==> config.mk <==
export PLATFORM = sky130hd
export DESIGN_NAME = pixel_tone_filter_unit
export DESIGN_NICKNAME = d
export VERILOG_FILES = /design/src/design/ptf_pkg.sv /design/src/design/ptf_core.sv /design/src/design/pixel_tone_filter_unit.sv
export SDC_FILE = /design/constraint.sdc
export NUM_CORES = 2
export LEC_CHECK = 0
export ABC_CLOCK_PERIOD_IN_PS = 38900
export BUFFER_PORTS_ARGS = -buffer_cell sky130_fd_sc_hd__buf_2
export CELL_PAD_IN_SITES_DETAIL_PLACEMENT = 0
export CELL_PAD_IN_SITES_GLOBAL_PLACEMENT = 2
export CORE_MARGIN = 3
export CORE_UTILIZATION = 25
export CTS_BUF_LIST = sky130_fd_sc_hd__clkbuf_4 sky130_fd_sc_hd__clkbuf_8
export CTS_CLUSTER_DIAMETER = 30
export CTS_CLUSTER_SIZE = 25
export DETAILED_ROUTE_END_ITERATION = 8
export PLACE_DENSITY_LB_ADDON = 0.1
export SLEW_MARGIN = 10
export SYNTH_ARGS = -nofsm -noshare
export SYNTH_HDL_FRONTEND = slang
export SYNTH_HIERARCHICAL = 1
export SYNTH_SLANG_ARGS = --single-unit
==> constraint.sdc <==
create_clock -name clk -period 38.9 [get_ports clk]
set_input_delay 9.725 -clock clk [delete_from_list [all_inputs] [get_ports clk]]
set_output_delay 9.725 -clock clk [all_outputs]
set_load 0.005 [all_outputs]
==> src/design/ptf_pkg.sv <==
// ----------------------------------------------------------------------------
// ptf_pkg
// Shared constants, types and gamma tables for the pixel tone filter.
// ----------------------------------------------------------------------------
package ptf_pkg;

  localparam int FracBitsDef = 16;

  localparam logic [1:0] MODE_COLOUR = 2'd0;
  localparam logic [1:0] MODE_MONO   = 2'd1;
  localparam logic [1:0] MODE_GREEN  = 2'd2;
  localparam logic [1:0] MODE_SEPIA  = 2'd3;

  localparam logic [1:0] REG_TONE  = 2'd0;
  localparam logic [1:0] REG_BOOST = 2'd1;
  localparam logic [1:0] REG_ALPHA = 2'd2;

  typedef struct packed {
    logic [1:0] tone_mode;
    logic [1:0] boost;
    logic       alpha_present;
  } cfg_t;

  typedef logic [255:0][7:0] lut_t;

  // entry p: largest v <= lim with v == 0 or (2v-1)^5 * k1 <= k2 * p^6
  function automatic lut_t build_lut(input longint k1, input longint k2, input int lim);
    lut_t tbl;
    longint q;
    longint rhs;
    longint t;
    int v;
    logic more;
    v = 0;
    for (int i = 0; i < 256; i++) begin
      q = longint'(i);
      rhs = k2 * q * q * q * q * q * q;
      more = 1'b1;
      while (more) begin
        t = 2 * longint'(v + 1) - 1;
        if (v < lim && t * t * t * t * t * k1 <= rhs) v = v + 1;
        else more = 1'b0;
      end
      tbl[i] = 8'(v);
    end
    return tbl;
  endfunction

  localparam lut_t FullLut = build_lut(64'd255, 64'd32, 255);
  localparam lut_t TintLut = build_lut(64'd796875, 64'd7776, 153);

  function automatic logic [7:0] rom_full(input logic [7:0] p);
    return FullLut[p];
  endfunction

  function automatic logic [7:0] rom_tint(input logic [7:0] p);
    return TintLut[p];
  endfunction

endpackage

==> src/design/ptf_core.sv <==
// ----------------------------------------------------------------------------
// ptf_core
// Four-stage pipeline: sums, mono quotient/select, scaling/lookup, offset/saturate.
// ----------------------------------------------------------------------------
module ptf_core #(
  parameter int FRAC_BITS = ptf_pkg::FracBitsDef
) (
  input  logic           clk,
  input  logic           rst_n,
  input  logic           adv,
  input  logic           in_v,
  input  ptf_pkg::cfg_t  cfg,
  input  logic [7:0]     c0,
  input  logic [7:0]     c1,
  input  logic [7:0]     c2,
  input  logic [7:0]     alpha_in,
  input  logic           last_in,
  output logic           o_v,
  output logic [7:0]     o0,
  output logic [7:0]     o1,
  output logic [7:0]     o2,
  output logic [7:0]     o3,
  output logic           o_last
);
  import ptf_pkg::*;

  localparam int AW = FRAC_BITS + 12;
  localparam int PW = 2 * FRAC_BITS + 12;
  localparam longint One = longint'(1) << FRAC_BITS;
  localparam longint Den = 100000;
  localparam logic [AW-1:0] K00 = AW'((393 * 85 * One + Den / 2) / Den);
  localparam logic [AW-1:0] K01 = AW'((769 * 85 * One + Den / 2) / Den);
  localparam logic [AW-1:0] K02 = AW'((189 * 85 * One + Den / 2) / Den);
  localparam logic [AW-1:0] K10 = AW'((349 * 85 * One + Den / 2) / Den);
  localparam logic [AW-1:0] K11 = AW'((686 * 85 * One + Den / 2) / Den);
  localparam logic [AW-1:0] K12 = AW'((168 * 85 * One + Den / 2) / Den);
  localparam logic [AW-1:0] K20 = AW'((272 * 85 * One + Den / 2) / Den);
  localparam logic [AW-1:0] K21 = AW'((534 * 85 * One + Den / 2) / Den);
  localparam logic [AW-1:0] K22 = AW'((131 * 85 * One + Den / 2) / Den);
  localparam longint G1F = (150 * One + 50) / 100;
  localparam longint G2F = (225 * One + 50) / 100;
  localparam longint T1F = (90 * One + 50) / 100;
  localparam longint T2F = (135 * One + 50) / 100;
  localparam longint O1F = (2600 * One + 50) / 100;
  localparam longint O2F = (6425 * One + 50) / 100;
  localparam longint SixRecip = ((longint'(1) << 40) + 5) / 6;
  localparam logic [FRAC_BITS-1:0] Sixth1 = FRAC_BITS'((1 * One) / 6);
  localparam logic [FRAC_BITS-1:0] Sixth2 = FRAC_BITS'((2 * One) / 6);
  localparam logic [FRAC_BITS-1:0] Sixth3 = FRAC_BITS'((3 * One) / 6);
  localparam logic [FRAC_BITS-1:0] Sixth4 = FRAC_BITS'((4 * One) / 6);
  localparam logic [FRAC_BITS-1:0] Sixth5 = FRAC_BITS'((5 * One) / 6);

  // stage 1: sums
  logic            v1_r;
  cfg_t            cfg1_r;
  logic [AW-1:0]   a_r [3];
  logic [10:0]     s_r;
  logic [7:0]      p0_r, p1_r, p2_r, al1_r;
  logic            l1_r;

  always_ff @(posedge clk) begin
    if (!rst_n) v1_r <= 1'b0;
    else if (adv) v1_r <= in_v;
    if (adv) begin
      cfg1_r <= cfg;
      a_r[0] <= K00 * AW'(c0) + K01 * AW'(c1) + K02 * AW'(c2);
      a_r[1] <= K10 * AW'(c0) + K11 * AW'(c1) + K12 * AW'(c2);
      a_r[2] <= K20 * AW'(c0) + K21 * AW'(c1) + K22 * AW'(c2);
      s_r <= 11'({c0, 1'b0}) + 11'(c1) * 11'd3 + 11'(c2);
      p0_r <= c0; p1_r <= c1; p2_r <= c2;
      al1_r <= cfg.alpha_present ? alpha_in : 8'd0;
      l1_r <= last_in;
    end
  end

  // stage 2: mono quotient and choose value per output, plus lookup index
  logic            v2_r;
  cfg_t            cfg2_r;
  logic [AW-1:0]   x_r [3];
  logic [7:0]      idx_r [3];
  logic [7:0]      al2_r, pp0_r, pp1_r, pp2_r;
  logic            l2_r;
  logic [AW-1:0]   mono_fx;
  logic [7:0]      mono_i;
  logic [51:0]     mprod;
  logic [10:0]     mono_rem;
  logic [FRAC_BITS-1:0] mono_frac;

  function automatic logic [7:0] fidx(input logic [AW-1:0] a);
    logic [AW-FRAC_BITS-1:0] i;
    i = a[AW-1:FRAC_BITS];
    return (i > (AW-FRAC_BITS)'(255)) ? 8'd255 : i[7:0];
  endfunction

  always_comb begin
    mprod = 52'(s_r) * 52'(SixRecip);
    mono_i = mprod[47:40];
    mono_rem = s_r - 11'(mono_i) * 11'd6;
    case (mono_rem[2:0])
      3'd1: mono_frac = Sixth1;
      3'd2: mono_frac = Sixth2;
      3'd3: mono_frac = Sixth3;
      3'd4: mono_frac = Sixth4;
      3'd5: mono_frac = Sixth5;
      default: mono_frac = '0;
    endcase
    mono_fx = AW'({mono_i, mono_frac});
  end

  always_ff @(posedge clk) begin
    if (!rst_n) v2_r <= 1'b0;
    else if (adv) v2_r <= v1_r;
    if (adv) begin
      cfg2_r <= cfg1_r;
      al2_r <= al1_r; l2_r <= l1_r;
      pp0_r <= p2_r; pp1_r <= p1_r; pp2_r <= p0_r;
      case (cfg1_r.tone_mode)
        MODE_COLOUR: begin
          x_r[0] <= AW'(p2_r) << FRAC_BITS;
          x_r[1] <= AW'(p1_r) << FRAC_BITS;
          x_r[2] <= AW'(p0_r) << FRAC_BITS;
          for (int i = 0; i < 3; i++) idx_r[i] <= 8'd0;
        end
        MODE_MONO: begin
          for (int i = 0; i < 3; i++) begin
            x_r[i] <= mono_fx;
            idx_r[i] <= mono_i;
          end
        end
        MODE_GREEN: begin
          x_r[0] <= a_r[2]; x_r[1] <= a_r[0]; x_r[2] <= a_r[1];
          idx_r[0] <= fidx(a_r[2]); idx_r[1] <= fidx(a_r[0]); idx_r[2] <= fidx(a_r[1]);
        end
        default: begin
          x_r[0] <= a_r[2]; x_r[1] <= a_r[1]; x_r[2] <= a_r[0];
          idx_r[0] <= fidx(a_r[2]); idx_r[1] <= fidx(a_r[1]); idx_r[2] <= fidx(a_r[0]);
        end
      endcase
    end
  end

  // stage 3: gain multiply, lookups
  logic            v3_r;
  cfg_t            cfg3_r;
  logic [PW-1:0]   m_r [3];
  logic [7:0]      lk_r [3];
  logic [7:0]      pz_r [3];
  logic [7:0]      al3_r;
  logic            l3_r;
  logic            hi;

  always_comb hi = (cfg2_r.boost != 2'd1);

  always_ff @(posedge clk) begin
    if (!rst_n) v3_r <= 1'b0;
    else if (adv) v3_r <= v2_r;
    if (adv) begin
      cfg3_r <= cfg2_r; al3_r <= al2_r; l3_r <= l2_r;
      pz_r[0] <= pp0_r; pz_r[1] <= pp1_r; pz_r[2] <= pp2_r;
      for (int i = 0; i < 3; i++) begin
        if (cfg2_r.tone_mode == MODE_GREEN && i != 1)
          m_r[i] <= (PW'(x_r[i]) * PW'(hi ? T2F : T1F)) >> FRAC_BITS;
        else
          m_r[i] <= (PW'(x_r[i]) * PW'(hi ? G2F : G1F)) >> FRAC_BITS;
        lk_r[i] <= (cfg2_r.tone_mode == MODE_GREEN && i != 1) ? rom_tint(idx_r[i])
                                                               : rom_full(idx_r[i]);
      end
    end
  end

  // stage 4: offset, saturate, select
  logic            v4_r;
  logic [7:0]      r_r [3];
  logic [7:0]      al4_r;
  logic            l4_r;
  logic [PW-1:0]   sum [3];
  logic [PW-FRAC_BITS-1:0] ip [3];

  always_comb begin
    for (int i = 0; i < 3; i++) begin
      sum[i] = m_r[i] + PW'(cfg3_r.boost != 2'd1 ? O2F : O1F);
      ip[i] = sum[i][PW-1:FRAC_BITS];
    end
  end

  always_ff @(posedge clk) begin
    if (!rst_n) v4_r <= 1'b0;
    else if (adv) v4_r <= v3_r;
    if (adv) begin
      al4_r <= al3_r; l4_r <= l3_r;
      for (int i = 0; i < 3; i++) begin
        if (cfg3_r.boost == 2'd0)
          r_r[i] <= (cfg3_r.tone_mode == MODE_COLOUR) ? pz_r[i] : lk_r[i];
        else
          r_r[i] <= (ip[i] > (PW-FRAC_BITS)'(255)) ? 8'd255 : ip[i][7:0];
      end
    end
  end

  assign o_v = v4_r;
  assign o0 = r_r[0];
  assign o1 = r_r[1];
  assign o2 = r_r[2];
  assign o3 = al4_r;
  assign o_last = l4_r;

endmodule

==> src/design/pixel_tone_filter_unit.sv <==
// ----------------------------------------------------------------------------
// pixel_tone_filter_unit
// Colour, mono, green tint and sepia tone filter on a pixel stream.
// ----------------------------------------------------------------------------
// Pipeline: four register stages between the input transfer and the output;
// out_valid is driven from the last stage register.
// Throughput: one pixel per cycle; the four-stage pipeline stalls as one
// when the output is held and its last stage is full.
// Reset: pipeline empties; tone_mode 0, boost_level 0, alpha_present 1.
module pixel_tone_filter_unit #(
  parameter int FRAC_BITS = ptf_pkg::FracBitsDef
) (
  input  logic       clk,
  input  logic       rst_n,
  input  logic       cfg_we,
  input  logic [1:0] cfg_index,
  input  logic [1:0] cfg_data,
  input  logic       in_valid,
  output logic       in_ready,
  input  logic [7:0] in_chan0,
  input  logic [7:0] in_chan1,
  input  logic [7:0] in_chan2,
  input  logic [7:0] in_alpha_in,
  input  logic       in_last_in,
  output logic       out_valid,
  input  logic       out_ready,
  output logic [7:0] out_out0,
  output logic [7:0] out_out1,
  output logic [7:0] out_out2,
  output logic [7:0] out_out3,
  output logic       out_last_out
);
  import ptf_pkg::*;

  cfg_t cfg_r;
  logic adv;

  always_ff @(posedge clk) begin
    if (!rst_n) begin
      cfg_r <= '{tone_mode: MODE_COLOUR, boost: 2'd0, alpha_present: 1'b1};
    end else if (cfg_we) begin
      unique case (cfg_index)
        REG_TONE:  cfg_r.tone_mode <= cfg_data;
        REG_BOOST: cfg_r.boost <= cfg_data;
        REG_ALPHA: cfg_r.alpha_present <= cfg_data[0];
        default: ;
      endcase
    end
  end

  assign adv = out_ready || !out_valid;
  assign in_ready = adv;

  ptf_core #(.FRAC_BITS(FRAC_BITS)) u_core (
    .clk(clk), .rst_n(rst_n), .adv(adv), .in_v(in_valid), .cfg(cfg_r),
    .c0(in_chan0), .c1(in_chan1), .c2(in_chan2), .alpha_in(in_alpha_in),
    .last_in(in_last_in), .o_v(out_valid), .o0(out_out0), .o1(out_out1),
    .o2(out_out2), .o3(out_out3), .o_last(out_last_out)
  );

  a_hold: assert property (@(posedge clk) disable iff (!rst_n)
    out_valid && !out_ready |=> out_valid && $stable(out_out0) && $stable(out_last_out))
    else $error("output changed while held");
  a_ready: assert property (@(posedge clk) disable iff (!rst_n)
    !out_valid |-> in_ready)
    else $error("pipeline stalled while empty");

endmodule

**Yosys cells after proc, flatten, opt, wreduce, memory -nomap -nowiden**

Memory sizes are Yosys's and may differ from the RTL's.
Index checks and enable logic that the tools add are counted.

- Add/sub/neg operators: 12
- Multiply operators: 17
- $lt $le $gt $ge: 9
- Equal/unequal tests: 12
- Mux-type cells: 69
- Bitwise operators: 23
- Reduce and logical (&&, ||, !) cells: 10

Operators with widths:

| operator | number |
|---|---|
| $mux 28 | 11 |
| $mux 8 | 28 |
| $mul 28x44->44 | 5 |
| $add 44x44->44 | 3 |
| $mul 15x8->23 const A | 4 |
| $gt 28x8->1 const B | 3 |
| $pmux 16 s5 | 1 |
| $add 28x22->28 | 2 |
| $add 23x24->25 | 2 |
| $mul 11x38->48 const B | 1 |
| $mul 13x8->21 const A | 2 |
| $gt 12x8->1 const B | 3 |
| $add 28x21->28 | 1 |
| $lt 8x9->1 const B | 3 |
| $mux 1 | 26 |
| $add 22x23->24 | 1 |
| $mux 23 | 1 |
| $or 1x1->1 | 23 |
| $mul 14x8->22 const A | 1 |
| $mul 10x8->18 const A | 1 |
| $mux 18 | 1 |
| $mul 9x8->17 const A | 1 |
| $mux 17 | 1 |
| $add 11x8->11 | 1 |
| other kinds (15) | 26 |

- Register bits: 116
- Memory bits (writable): 348
- Memory bits (read-only): 10240
- Input port bits: 42
- Output and inout port bits: 35
- Logic and storage cells: 192
- Memories: 12

Memories:

| memory | depth | bits a word | rd ports | clocked after Yosys merged registers in | wr ports | line | source |
|---|---|---|---|---|---|---|---|
| (no name shown) | 256 | 8 | 1 | 0 | 0 | ptf_pkg.sv:53 | `return FullLut[p];` |
| (no name shown) | 256 | 8 | 1 | 0 | 0 | ptf_pkg.sv:53 |  |
| (no name shown) | 256 | 8 | 1 | 0 | 0 | ptf_pkg.sv:57 | `return TintLut[p];` |
| (no name shown) | 256 | 8 | 1 | 0 | 0 | ptf_pkg.sv:53 |  |
| (no name shown) | 256 | 8 | 1 | 0 | 0 | ptf_pkg.sv:57 |  |
| u_core.a_r | 3 | 28 | 3 | 0 | 3 | ptf_core.sv:56 | `logic [AW-1:0] a_r [3];` |
| +6 memories | n/a | n/a | n/a | n/a | n/a | n/a |  |

**Depth between registers and ports, before layout**

- Depth in word-level cells: 8
- Gate-level depth with buffers: 31
- Gate-level depth less buffers: 31

**By module**

The synthesis kept the hierarchy.

Modules (own cells, without submodules):

| module | times used | cells an instance | area each (µm²) | seq. area each (µm²) |
|---|---|---|---|---|
| ptf_core | 1 | 7234 | 69833.2 | 11851.4 |
| pixel_tone_filter_unit | 1 | 22 | 224.0 | 100.1 |

**Least setup slack after synthesis**

OpenSTA, ideal clock, no wires.

- Kind: input to output
- From: input out_ready
- To: output in_ready
- Data arrival time: 15.583 ns
- Data required time: 29.175 ns
- Path slack: 13.592 ns
- Stages: 1
- Path buffers: 0
- Cell sequence: nand2b_1

- Cells in the longest elaborated chain, start to end: 1

RTL lines:

| what | line | source |
|---|---|---|
| start, declared | pixel_tone_filter_unit.sv:26 | `input logic out_ready,` |
| $logic_or 1x1->1 | pixel_tone_filter_unit.sv:51 | `assign adv = out_ready \|\| !out_valid;` |
| end, declared | pixel_tone_filter_unit.sv:19 | `output logic in_ready,` |

Every way passes these cells.

**Final worst setup path**

Ends and elaborated chain as after synthesis.

==> metrics.txt <==
outcome complete, no violations; Post-synth ARST share 0; GRT overflow 0; CTS root buf clkbuf_8; RSZ-0062 raised after global routing no; Die X ~540 um; Hold-fix buffers, CTS 0; antenna-violating nets left 0; Port Buffers 76; setup TNS 0 ns; vias in the first global route 54472; DR iter-0 viols 2595; Die Height approximately 540 um; CTS buffer count 110; crit path max fanout 48; starting density of the core 0.2523; H-Tree Depth 3; Boundary Pins 77; Max stage delay cell, worst path nand2b_4; CP max stage delay 0.55 ns; DP HPWL 201000 um; most area-hungry cell type in the Yosys netlist fa_1; Finished Cell Area 77000 um^2; Post-Synthesis Cells 7256; Synth top area share 0.2598; CP arrival 10.68 ns; Gates resized, CTS repair 0; yosys warns 6; clock skew after layout 0.1125 ns; largest net degree at the start of global routing 76; Final min period ~20 ns; # setup viols final 0; initial antenna violation count 14; final RePlAce weighted congestion 0.8178; required time of the critical path ~29 ns; # Post-CTS Setup Buffers 0; CP cell instances buf_2, nand2b_4, buf_2; Tcrit/Tclk final 0.5246; Detailed Routing Iterations Pass 1 6; Die Area 286600 um^2; core area 277700 um^2; Avg WL per Cell between 20 and 25 um; Core Rows 193; FILL cells 29730; Critical Path Most Common Cell buf_2; Slew Limit Headroom 0.2332; total wire length 242700 um; Slew @ Worst Pin around 1.1 ns; Seq cells post-synth 401; DRC violations left 0; Primary FF master, synth edfxtp_1; Mean Syn Cell Area 9.655 um^2; largest cells by area after synthesis fa_1, ha_1, edfxtp_1; final hold viol count 0; Overall Global Routing Usage 0.1699; layout cell share with drive strength beyond 1 0.05847; pre-CTS WS 18.38 ns; final non-filler cell total 11000; hold crit path type reg -> reg; Worst Slack Setup Final 18.49 ns; Pins Over Slew Limit 0; Synth-to-Final Area Change 9.907%; Final #Nets 9486; Vias 50089; startpoint types primary input; first-pass GRT wire length 365200 um; clock tree buffer depth 3; CTS tree yes; Fmax achieved slightly below 0.05 GHz; sequential fraction of the synthesis area 0.1706; WS Path Type in -> out; dpl cells 10786; DP Area ~74000 um^2; post-synthesis cell type count 84; Clk Latency, worst-skew pair 0.87 ns; Max Cap Viol 0; Post-synth EDFFs 392; vias per cell 4.554; clk slew on worst S/H paths 0.06 ns; Cell Area, Synth 70060 um^2; clk sinks 401; crit path capture type primary output
==> synthesized netlist by cell type, drive strengths merged (15+ instances only) <==
master	n
a2111oi	17
a211oi	53
a21o	77
a21oi	384
a22oi	15
a311oi	20
a31oi	66
a32oi	24
and2	81
and3	24
buf	36
clkbuf	304
edfxtp	392
fa	909
ha	1342
inv	1336
mux2i	34
nand2	584
nand2b	49
nand3	66
nand4	18
nor2	328
nor2b	40
nor3	102
o211ai	36
o21a	50
o21ai	300
o21bai	28
o221ai	16
o22ai	28
o311ai	17
o31ai	33
or2	49
xnor2	132
xor2	82
==> metal layers <==
metal,GRT usage,vias up,part of all wire
li1,-,24131,-
met1,0.2505,25136,0.50
met2,0.2728,677,0.46
met3,0.01453,145,0.026
met4,0.02882,0,0.014
met5,0,-,0
==> final timing paths <==
kind,start,endpoint,slack [ns],depth (start not counted)
worst min-delay path,u_core/pp0_r[4]$_DFFE_PP_,u_core/pz_r[0][4]$_DFFE_PP_,0.37,0
worst max-delay path,out_ready,in_ready,18.49,3
worst max register to register,u_core/cfg2_r[1]$_DFFE_PP_,u_core/m_r[2][23]$_DFFE_PP_,29.68,25
worst min register to register,u_core/pp0_r[4]$_DFFE_PP_,u_core/pz_r[0][4]$_DFFE_PP_,0.37,0
==> placed cells by master, fill, tap and decap left out, types with 13 or more instances in the layout <==
master     count
buf_4         76
and2_1        79
clkinv_1      25
fa_1         909
clkinv_2      16
o21bai_1      28
a32oi_1       24
clkbuf_8     114
or2_2         49
nand4_1       18
a211o_1       13
conb_1        14
nand2b_1      47
a2111oi_0     14
nand3_1       66
ha_1        1342
o22ai_1       28
o31ai_1       32
nor2b_1       39
nand2_1      584
o311ai_0      17
o221ai_1      16
xor2_1        82
o211ai_1      36
a31oi_1       66
edfxtp_1     392
o21a_1        50
a311oi_1      20
and3_1        24
nor3_1       102
o21ai_0      297
inv_1       1335
a21o_1        77
nor2_1       328
buf_2         76
a211oi_1      51
a22oi_1       15
a21oi_1      383
mux2i_1       32
xnor2_1      132
==> metrics by stage <==
stage | utilization | hold WS (ns)
floorplan | - | 0.4003
global placement | 0.2681 | 0.4006
detailed placement | 0.2681 | 0.4045
CTS | 0.2772 | 0.3521
global route | 0.2772 | 0.3827
finish | 0.2773 | 0.3714
==> kinds of logic after synthesis <==
logic type / after synthesis / synth area share
other: 1 / 0.00005353
buffers and inverters: 1678 / 0.08992
flip-flops: 401 / 0.1706
adder cells (fa/ha/maj): 2254 / 0.4999
AND/OR/NAND/NOR: 1390 / 0.08941
multiplexers: 48 / 0.008555
XOR/XNOR: 214 / 0.02675
AO/OA/AOI/OAI: 1270 / 0.1149
==> flip-flops by register name, summed over array words and instances (netlist names), 11 cells and up <==
| register | count |
|---|---|
| u_core/x_r | 75 |
| u_core/a_r | 72 |
| u_core/m_r | 42 |
| u_core/idx_r | 24 |
| u_core/lk_r | 24 |
| u_core/pz_r | 24 |
| u_core/r_r | 24 |
| u_core/s_r | 11 |
==> worst max-delay path: cells and delay by family <==
kind          cells  cell delay [ns]
simple gates      1             0.55
buf+inv           2             0.39
==> cell type report <==
type	count	area (um^2)	area share
diodes	9	22.52	0.0002925
clock buffers	126	1659	0.02155
clock inverters	79	869.6	0.01129
inverters	1338	5022	0.06523
multi-input cells	5190	51890	0.6739
flip-flops and latches	401	11950	0.1552
well taps	3705	4636	0.06021
repair buffers	152	950.9	0.01235
Power is not shown: default switching activity piles up to over one toggle a cycle in this logic, so the estimate is an artifact.
